--- src/rtl/core/frwsel_pkg.sv ---
package frwsel_pkg;

	localparam int OFFSET_W   = 32;
	localparam int LENGTH_W   = 16;
	localparam int SPEED_W    = 10;
	localparam int INDEX_W    = 32;
	localparam int CFG_IDX_W  = 8;
	localparam int CFG_DATA_W = 32;
	localparam int COUNT_W    = 6;

	// fragment end needs one bit more than an offset
	localparam int END_W  = OFFSET_W + 1;
	// index * speed + rounding bias
	localparam int PROD_W = INDEX_W + SPEED_W + 1;
	// (end - start) * 100
	localparam int DIST_W = END_W + 7;

	localparam logic [SPEED_W-1:0] SPEED_MIN   = 10'd2;
	localparam logic [SPEED_W-1:0] SPEED_MAX   = 10'd1000;
	localparam logic [SPEED_W-1:0] SPEED_RESET = 10'd100;
	localparam logic [5:0]         ROUND_BIAS  = 6'd50;
	localparam logic [COUNT_W-1:0] MAX_RESULTS = 6'd52;

	typedef enum logic [CFG_IDX_W-1:0] {
		CFG_START_POSITION = 8'd0,
		CFG_INITIAL_SPEED  = 8'd1
	} cfg_reg_t;

	typedef struct packed {
		logic load;
		logic eval;
		logic take;
		logic step;
		logic emit;
	} ctrl_cmd_t;

	typedef struct packed {
		logic more;
		logic last;
		logic out_free;
	} dp_status_t;

	function automatic logic [SPEED_W-1:0] sat_speed(input logic [SPEED_W-1:0] v);
		logic [SPEED_W-1:0] r;
		r = v;
		if (v < SPEED_MIN) begin
			r = SPEED_MIN;
		end else if (v > SPEED_MAX) begin
			r = SPEED_MAX;
		end
		return r;
	endfunction

endpackage

--- src/rtl/core/frwsel_if.sv ---
interface frwsel_in_if;
	import frwsel_pkg::*;
	logic                valid;
	logic                ready;
	logic [OFFSET_W-1:0] frag_offset;
	logic [LENGTH_W-1:0] frag_length;
	logic [SPEED_W-1:0]  new_speed;

	modport source (output valid, frag_offset, frag_length, new_speed, input ready);
	modport sink   (input valid, frag_offset, frag_length, new_speed, output ready);
endinterface

interface frwsel_out_if;
	import frwsel_pkg::*;
	logic                valid;
	logic                ready;
	logic [OFFSET_W-1:0] copy_offset;
	logic [LENGTH_W-1:0] copy_length;
	logic                last_of_run;

	modport source (output valid, copy_offset, copy_length, last_of_run, input ready);
	modport sink   (input valid, copy_offset, copy_length, last_of_run, output ready);
endinterface

interface frwsel_cfg_if;
	import frwsel_pkg::*;
	logic                  valid;
	logic                  ready;
	logic [CFG_IDX_W-1:0]  index;
	logic [CFG_DATA_W-1:0] data;

	modport source (output valid, index, data, input ready);
	modport sink   (input valid, index, data, output ready);
endinterface

--- src/rtl/core/frwsel_ctrl.sv ---
module frwsel_ctrl (
	input  logic                    clk,
	input  logic                    arst_n,
	input  logic                    in_valid,
	output logic                    in_ready,
	input  frwsel_pkg::dp_status_t  status,
	output frwsel_pkg::ctrl_cmd_t   cmd
);
	import frwsel_pkg::*;

	typedef enum logic [5:0] {
		S_IDLE   = 6'b000001,
		S_EVAL   = 6'b000010,
		S_TEST   = 6'b000100,
		S_STEP   = 6'b001000,
		S_EVAL_N = 6'b010000,
		S_EMIT   = 6'b100000
	} state_t;

	state_t state_q, state_d;

	always_ff @(posedge clk or negedge arst_n) begin
		if (!arst_n) begin
			state_q <= S_IDLE;
		end else begin
			state_q <= state_d;
		end
	end

	always_comb begin
		state_d  = state_q;
		cmd      = '0;
		in_ready = 1'b0;
		case (state_q)
			S_IDLE: begin
				in_ready = 1'b1;
				if (in_valid) begin
					cmd.load = 1'b1;
					state_d  = S_EVAL;
				end
			end
			S_EVAL: begin
				cmd.eval = 1'b1;
				state_d  = S_TEST;
			end
			S_TEST: begin
				// fragment ends at or before the target: skipped, no item out
				if (status.more) begin
					cmd.take = 1'b1;
					state_d  = S_STEP;
				end else begin
					state_d = S_IDLE;
				end
			end
			S_STEP: begin
				cmd.step = 1'b1;
				state_d  = S_EVAL_N;
			end
			S_EVAL_N: begin
				cmd.eval = 1'b1;
				state_d  = S_EMIT;
			end
			S_EMIT: begin
				if (status.out_free) begin
					cmd.emit = 1'b1;
					state_d  = status.last ? S_IDLE : S_STEP;
				end
			end
			default: begin
				state_d = S_IDLE;
			end
		endcase
	end

endmodule

--- src/rtl/core/frwsel_dp.sv ---
module frwsel_dp (
	input  logic                              clk,
	input  logic                              arst_n,
	input  frwsel_pkg::ctrl_cmd_t             cmd,
	output frwsel_pkg::dp_status_t            status,
	input  logic [frwsel_pkg::OFFSET_W-1:0]   frag_offset,
	input  logic [frwsel_pkg::LENGTH_W-1:0]   frag_length,
	input  logic [frwsel_pkg::SPEED_W-1:0]    new_speed,
	input  logic                              cfg_wr,
	input  logic [frwsel_pkg::CFG_IDX_W-1:0]  cfg_index,
	input  logic [frwsel_pkg::CFG_DATA_W-1:0] cfg_data,
	output logic                              out_valid,
	input  logic                              out_ready,
	output logic [frwsel_pkg::OFFSET_W-1:0]   copy_offset,
	output logic [frwsel_pkg::LENGTH_W-1:0]   copy_length,
	output logic                              last_of_run
);
	import frwsel_pkg::*;

	// descriptor being worked on
	logic [OFFSET_W-1:0] off_q;
	logic [LENGTH_W-1:0] len_q;
	logic [SPEED_W-1:0]  spd_q;
	logic [END_W-1:0]    end_q;

	// configuration
	logic [OFFSET_W-1:0] start_pos_q;
	logic [SPEED_W-1:0]  init_spd_q;

	// warp state
	logic [OFFSET_W-1:0] warp_start_q;
	logic [INDEX_W-1:0]  warp_index_q;
	logic [SPEED_W-1:0]  cur_spd_q;
	logic                started_q;

	logic [PROD_W-1:0]   prod_q;
	logic [DIST_W-1:0]   dist_q;
	logic                ahead_q;
	logic [COUNT_W-1:0]  cnt_q;

	logic                out_valid_q;
	logic [OFFSET_W-1:0] out_off_q;
	logic [LENGTH_W-1:0] out_len_q;
	logic                out_last_q;

	logic [END_W-1:0]            diff;
	logic [DIST_W-1:0]           diff_w;
	logic [INDEX_W+SPEED_W-1:0]  mul;
	logic                        more;

	// target < end  <=>  end > start && idx*spd + 50 < 100*(end - start)
	assign diff   = end_q - {1'b0, warp_start_q};
	assign diff_w = DIST_W'(diff);
	assign mul    = warp_index_q * cur_spd_q;
	assign more   = ahead_q && (prod_q < PROD_W'(dist_q));

	assign status.more     = more;
	assign status.last     = !more || (cnt_q == MAX_RESULTS);
	assign status.out_free = !out_valid_q || out_ready;

	always_ff @(posedge clk) begin
		if (cmd.load) begin
			off_q <= frag_offset;
			len_q <= frag_length;
			spd_q <= sat_speed(new_speed);
			end_q <= {1'b0, frag_offset} + END_W'(frag_length);
		end
		if (cmd.eval) begin
			prod_q  <= PROD_W'(mul) + PROD_W'(ROUND_BIAS);
			dist_q  <= (diff_w << 6) + (diff_w << 5) + (diff_w << 2);
			ahead_q <= end_q > {1'b0, warp_start_q};
		end
		if (cmd.emit) begin
			out_off_q  <= off_q;
			out_len_q  <= len_q;
			out_last_q <= status.last;
		end
	end

	always_ff @(posedge clk or negedge arst_n) begin
		if (!arst_n) begin
			start_pos_q  <= '0;
			init_spd_q   <= SPEED_RESET;
			warp_start_q <= '0;
			warp_index_q <= '0;
			cur_spd_q    <= SPEED_RESET;
			started_q    <= 1'b0;
			cnt_q        <= '0;
		end else begin
			if (cfg_wr) begin
				case (cfg_index)
					CFG_START_POSITION: begin
						start_pos_q  <= cfg_data;
						warp_start_q <= cfg_data;
						warp_index_q <= '0;
						cur_spd_q    <= sat_speed(init_spd_q);
						started_q    <= 1'b0;
					end
					CFG_INITIAL_SPEED: begin
						init_spd_q   <= cfg_data[SPEED_W-1:0];
						warp_start_q <= start_pos_q;
						warp_index_q <= '0;
						cur_spd_q    <= sat_speed(cfg_data[SPEED_W-1:0]);
						started_q    <= 1'b0;
					end
					default: begin
					end
				endcase
			end
			if (cmd.load) begin
				cnt_q <= '0;
			end
			// first match keeps the current speed; later ones may rebase
			if (cmd.take) begin
				if (!started_q) begin
					started_q <= 1'b1;
				end else if (spd_q != cur_spd_q) begin
					warp_start_q <= off_q;
					warp_index_q <= '0;
					cur_spd_q    <= spd_q;
				end
			end
			if (cmd.step) begin
				warp_index_q <= warp_index_q + INDEX_W'(len_q);
				cnt_q        <= cnt_q + COUNT_W'(1);
			end
		end
	end

	always_ff @(posedge clk or negedge arst_n) begin
		if (!arst_n) begin
			out_valid_q <= 1'b0;
		end else if (cmd.emit) begin
			out_valid_q <= 1'b1;
		end else if (out_ready) begin
			out_valid_q <= 1'b0;
		end
	end

	assign out_valid   = out_valid_q;
	assign copy_offset = out_off_q;
	assign copy_length = out_len_q;
	assign last_of_run = out_last_q;

endmodule

--- src/rtl/core/fragment_rate_warp_selector_top.sv ---
// Flow: a descriptor is accepted in idle, then evaluated and tested against the target;
// one descriptor at a time. Each copy item then passes step, multiply and compare and
//   waits in emit for a free output register; all share the single index*speed multiplier.
// A skipped descriptor returns to idle after the test. The output register frees the next accept.
// Reset (arst_n low): start 0, speed 100, index 0, not started, no item pending.
module fragment_rate_warp_selector_top (
	input logic         clk,
	input logic         arst_n,
	frwsel_in_if.sink   frag,
	frwsel_out_if.source copy,
	frwsel_cfg_if.sink  cfg
);
	import frwsel_pkg::*;

	ctrl_cmd_t  cmd;
	dp_status_t status;
	logic       in_ready;

	assign frag.ready = in_ready;
	assign cfg.ready  = 1'b1;

	frwsel_ctrl u_ctrl (
		.clk      (clk),
		.arst_n   (arst_n),
		.in_valid (frag.valid),
		.in_ready (in_ready),
		.status   (status),
		.cmd      (cmd)
	);

	frwsel_dp u_dp (
		.clk         (clk),
		.arst_n      (arst_n),
		.cmd         (cmd),
		.status      (status),
		.frag_offset (frag.frag_offset),
		.frag_length (frag.frag_length),
		.new_speed   (frag.new_speed),
		.cfg_wr      (cfg.valid),
		.cfg_index   (cfg.index),
		.cfg_data    (cfg.data),
		.out_valid   (copy.valid),
		.out_ready   (copy.ready),
		.copy_offset (copy.copy_offset),
		.copy_length (copy.copy_length),
		.last_of_run (copy.last_of_run)
	);

endmodule

--- src/flat_wrapper.sv ---
// flat-port wrapper written by rule: the top's interface ports become plain ports
module fragment_rate_warp_selector_top_flat import frwsel_pkg::*;
  (clk, arst_n, frag_valid, frag_frag_offset, frag_frag_length, frag_new_speed, frag_ready, copy_valid, copy_copy_offset, copy_copy_length, copy_last_of_run, copy_ready, cfg_valid, cfg_index, cfg_data, cfg_ready);
  frwsel_in_if frag_i ();
  frwsel_out_if copy_i ();
  frwsel_cfg_if cfg_i ();
  input logic clk;
  input logic arst_n;
  input wire logic [$bits(frag_i.valid)-1:0] frag_valid;
  input wire logic [$bits(frag_i.frag_offset)-1:0] frag_frag_offset;
  input wire logic [$bits(frag_i.frag_length)-1:0] frag_frag_length;
  input wire logic [$bits(frag_i.new_speed)-1:0] frag_new_speed;
  output wire logic [$bits(frag_i.ready)-1:0] frag_ready;
  output wire logic [$bits(copy_i.valid)-1:0] copy_valid;
  output wire logic [$bits(copy_i.copy_offset)-1:0] copy_copy_offset;
  output wire logic [$bits(copy_i.copy_length)-1:0] copy_copy_length;
  output wire logic [$bits(copy_i.last_of_run)-1:0] copy_last_of_run;
  input wire logic [$bits(copy_i.ready)-1:0] copy_ready;
  input wire logic [$bits(cfg_i.valid)-1:0] cfg_valid;
  input wire logic [$bits(cfg_i.index)-1:0] cfg_index;
  input wire logic [$bits(cfg_i.data)-1:0] cfg_data;
  output wire logic [$bits(cfg_i.ready)-1:0] cfg_ready;
  assign frag_i.valid = frag_valid;
  assign frag_i.frag_offset = frag_frag_offset;
  assign frag_i.frag_length = frag_frag_length;
  assign frag_i.new_speed = frag_new_speed;
  assign frag_ready = frag_i.ready;
  assign copy_valid = copy_i.valid;
  assign copy_copy_offset = copy_i.copy_offset;
  assign copy_copy_length = copy_i.copy_length;
  assign copy_last_of_run = copy_i.last_of_run;
  assign copy_i.ready = copy_ready;
  assign cfg_i.valid = cfg_valid;
  assign cfg_i.index = cfg_index;
  assign cfg_i.data = cfg_data;
  assign cfg_ready = cfg_i.ready;
  fragment_rate_warp_selector_top u_core (.clk(clk), .arst_n(arst_n), .frag(frag_i), .copy(copy_i), .cfg(cfg_i));
endmodule
--- config.mk ---
export PLATFORM = sky130hd
export DESIGN_NAME = fragment_rate_warp_selector_top_flat
export DESIGN_NICKNAME = d
export VERILOG_FILES = /design/src/rtl/core/frwsel_pkg.sv /design/src/rtl/core/frwsel_if.sv /design/src/rtl/core/frwsel_ctrl.sv /design/src/rtl/core/frwsel_dp.sv /design/src/rtl/core/fragment_rate_warp_selector_top.sv /design/src/flat_wrapper.sv
export SDC_FILE = /design/constraint.sdc
export NUM_CORES = 2
export LEC_CHECK = 0
export ABC_AREA = 1
export BUFFER_PORTS_ARGS = -buffer_cell sky130_fd_sc_hd__buf_2
export CORE_UTILIZATION = 65
export DETAILED_ROUTE_END_ITERATION = 8
export GPL_TIMING_DRIVEN = 0
export PLACE_DENSITY_LB_ADDON = 0.15
export SLEW_MARGIN = 10
export SYNTH_ARGS = -nofsm -noshare
export SYNTH_HDL_FRONTEND = slang
export SYNTH_SLANG_ARGS = --single-unit
export TNS_END_PERCENT = 30
--- constraint.sdc ---
create_clock -name clk -period 15.1 [get_ports clk]
set_input_delay 0 -clock clk [delete_from_list [all_inputs] [get_ports clk]]
set_output_delay 0 -clock clk [all_outputs]
set_load 0.005 [all_outputs]
==> summary.md <==
| Metric | Value |
|---|---|
| Worst reg2reg path depth | `19` |
| H-tree depth | `2` |
| Top FF cell, synth | `edfxtp_1` |
| Die area | `53500 um2` |
| Register area share after synthesis | `between 20% and 30%` |
| Max Fanout on Critical Path | `10` |
| Site Rows | `slightly above 80` |
| Max cap viols | `0` |
| Gate Count Post-Synth | `roughly 4400` |
| Initial Util | `~66%` |
| Final-layout fill cell count | `slightly below 4000` |
| Setup TNS | `0 ns` |
| Most instantiated cells after synthesis | `nand2_1 (1344), inv_1 (833), nor2_1 (303), fa_1 (276), ha_1 (245)` |
| Crit Reg-Reg Startpoint | `u_core.u_dp.cur_spd_q[6]` |
| Global route overflow | `0` |
| Core ar. | `approximately 52000 um2` |
| Share of post-route cells with drive strength above 1 | `under 10%` |
| TritonCTS clock tree | `done` |
| Pin count of the biggest net entering global routing | `77` |
| Clock sinks | `350` |
| Worst-path clk slew | `approximately 0.060 ns` |
| Hold_buf cts | `106` |
| First-pass GRT wire length | `approximately 160000 um` |
| Die X-Extent | `roughly 230 um` |
| Dpl hpwl | `a little under 80000 um` |
| Hold crit path type | `in -> reg` |
| Beginning of the critical path | `u_core.u_dp.cur_spd_q[6]` |
| Post-cts sizing count | `0` |
| Top-count cell post-synth | `nand2_1` |
| Final Hold Viols | `0` |
| DRC | `0` |
| Crit path to | `u_core.u_dp.prod_q[25]` |
| R2R setup slack | `8.56 ns` |
| Final Skew | `~0.042 ns` |
| Yosys warnings | `0` |
| RSZ-0062 raised after global routing | `false` |
| DR pass1 iterations | `6` |
| Critical path data arrival time | `~6.8 ns` |
| Total wire length | `102000 um` |
| Total GRT Usage | `38.8%` |
| Skew-Pair Late Insertion Delay | `0.59 ns` |
| Buffer depth of the longest clock path | `3` |
| Worst setup SP type | `flop` |
| Synth top area share | `approximately 19%` |
| # Post-CTS Setup Buffers | `0` |
| Nets | `roughly 5400` |
| Period utilization | `between 40% and 50%` |
| WS Path Type | `reg -> reg` |
| Req. time, crit path | `about 15 ns` |
| Post-synth EDFFs | `between 200 and 250` |
| Yosys top cell by area | `edfxtp_1` |
| Synth unique cells | `54` |
| Vias per cell | `between 5 and 6` |
| Worst-Margin Slew | `between 0.8 and 0.9 ns` |
| Placer Congestion | `just over 1` |
| Vias | `around 31000` |
| CP endpoint kind | `flop` |
| Post-Syn Area | `34200 um2` |
| CTS root buffer | `clkbuf_16` |
| Wire per inst | `18.7 um` |
| Max-slew violations | `0` |
| Fmax achieved | `153 MHz` |
| Die height | `around 230 um` |
| Area grow syn2layout | `12.2%` |
| Relative slew slack | `44.6%` |
| DR iter-0 viols | `roughly 3200` |
| Vias in the first global route | `slightly above 30000` |
| CTS buffer count | `39` |
| Number of I/O port buffers | `approximately 150` |
| Async S/R FF share, synth | `around 37%` |
| Final period demand of the worst path | `around 6.5 ns` |
| Setup-failing EPs final | `0` |
| Antenna-violating nets left | `0` |
| #FFs+latches synth | `350` |
| Worst R2R End | `u_core.u_dp.prod_q[25]` |
| Mean area per synthesized cell | `about 7.7 um2` |
| Min-Delay Startpoint | `cfg_index[2]` |
| IO Pins | `approximately 160` |
| Status | `finished, final reports clean` |
| Initial antenna violation count | `5` |
| Post-Syn Nets | `5070` |
| Synth top area cells | `edfxtp_1 (19%), fa_1 (16%), nand2_1 (15%)` |
## worst min-delay path by stage
stage          slack [ns]                           end  cells after the start
2_1_floorplan       -0.30      u_core.u_ctrl.state_q[1]                      0
3_3_place_gp         0.19          u_core.u_dp.off_q[3]                      1
3_5_place_dp       -0.005  u_core.u_dp.warp_index_q[13]                      1
4_1_cts             0.004      u_core.u_dp.cur_spd_q[6]                      8
5_1_grt              0.10      u_core.u_dp.cur_spd_q[6]                      8
6_report             0.02      u_core.u_dp.cur_spd_q[6]                      8
## metrics by stage
step	instance area [um2]	setup WS, ns	hold slack [ns]	instances	util (%)
after global placement	35800	7.96	0.194	5278	69.3
final	38300	8.56	0.0181	5464	74.3
after global routing	38300	8.41	0.101	5463	74.3
after floorplan	34200	9.88	-0.296	4446	-
after CTS	38300	8.72	0.00358	5462	74.3
after detailed placement	35900	8.76	-0.00453	5284	69.6
## flip-flops by register name, summed over array words and instances, names as in the netlist, 16 cells and up
signal	flops
u_core.u_dp.prod_q	41
u_core.u_dp.dist_q	38
u_core.u_dp.end_q	33
u_core.u_dp.copy_offset	32
u_core.u_dp.off_q	32
u_core.u_dp.start_pos_q	32
u_core.u_dp.warp_index_q	32
u_core.u_dp.warp_start_q	32
u_core.u_dp.copy_length	16
u_core.u_dp.len_q	16
## critical path: stages, from the launching register on
cell,delay [ns]
dfstp_2,0.51
buf_2,0.24
clkbuf_1,0.63
nand2_1,0.18
fa_1,0.57
inv_1,0.05
fa_1,0.47
fa_1,0.53
fa_1,0.56
inv_1,0.06
fa_1,0.56
inv_1,0.06
ha_1,0.41
nand2_1,0.15
nand2_1,0.06
a31oi_1,0.19
a21boi_0,0.31
nand2_1,0.12
a21oi_1,0.16
xor2_1,0.43
## final cells by class
| type | count | area, um2 | share of cell area, % |
|---|---|---|---|
| inverters | 838 | 3150 | 8.22 |
| clock buffers | 46 | 1000 | 2.61 |
| multi-input cells | 3122 | 20500 | 53.6 |
| well taps | 680 | 851 | 2.22 |
| clock inverters | 26 | 299 | 0.780 |
| repair buffers | 264 | 1980 | 5.17 |
| flip-flops and latches | 350 | 9870 | 25.7 |
| plain buffers | 136 | 637 | 1.66 |
| diodes | 2 | 5.00 | 0.0131 |
## layer usage
layer,routed length [um],track usage [%]
met3,10900,8.28
met2,46500,61.7
met1,40700,52.0
met5,41,0
met4,4100,15.3
## logic make-up after synthesis
group                    count (synthesis)  synth area share (%)
flip-flops                             350                  28.9
XOR/XNOR                               114                  2.92
other                                    1                0.0110
AND/OR/NAND/NOR                       2068                  25.2
AO/OA/AOI/OAI                          418                  6.79
adder cells (fa/ha/maj)                521                  25.1
buffers and inverters                  974                  11.1
## placed cells by master, fill, tap and decap left out, types with 88 or more instances in the layout
master and instances:
o21ai_0 126, dlygate4sd3_1 105, buf_2 183, nand3_1 243
inv_1 833, nand2_1 1343, edfxtp_1 220, nor2_1 301
a21oi_1 186, xor2_1 91, fa_1 276, clkbuf_1 88
dfrtp_1 123, ha_1 245
Power is not shown: default switching activity piles up to over one toggle a cycle in this logic, so the estimate is an artifact.
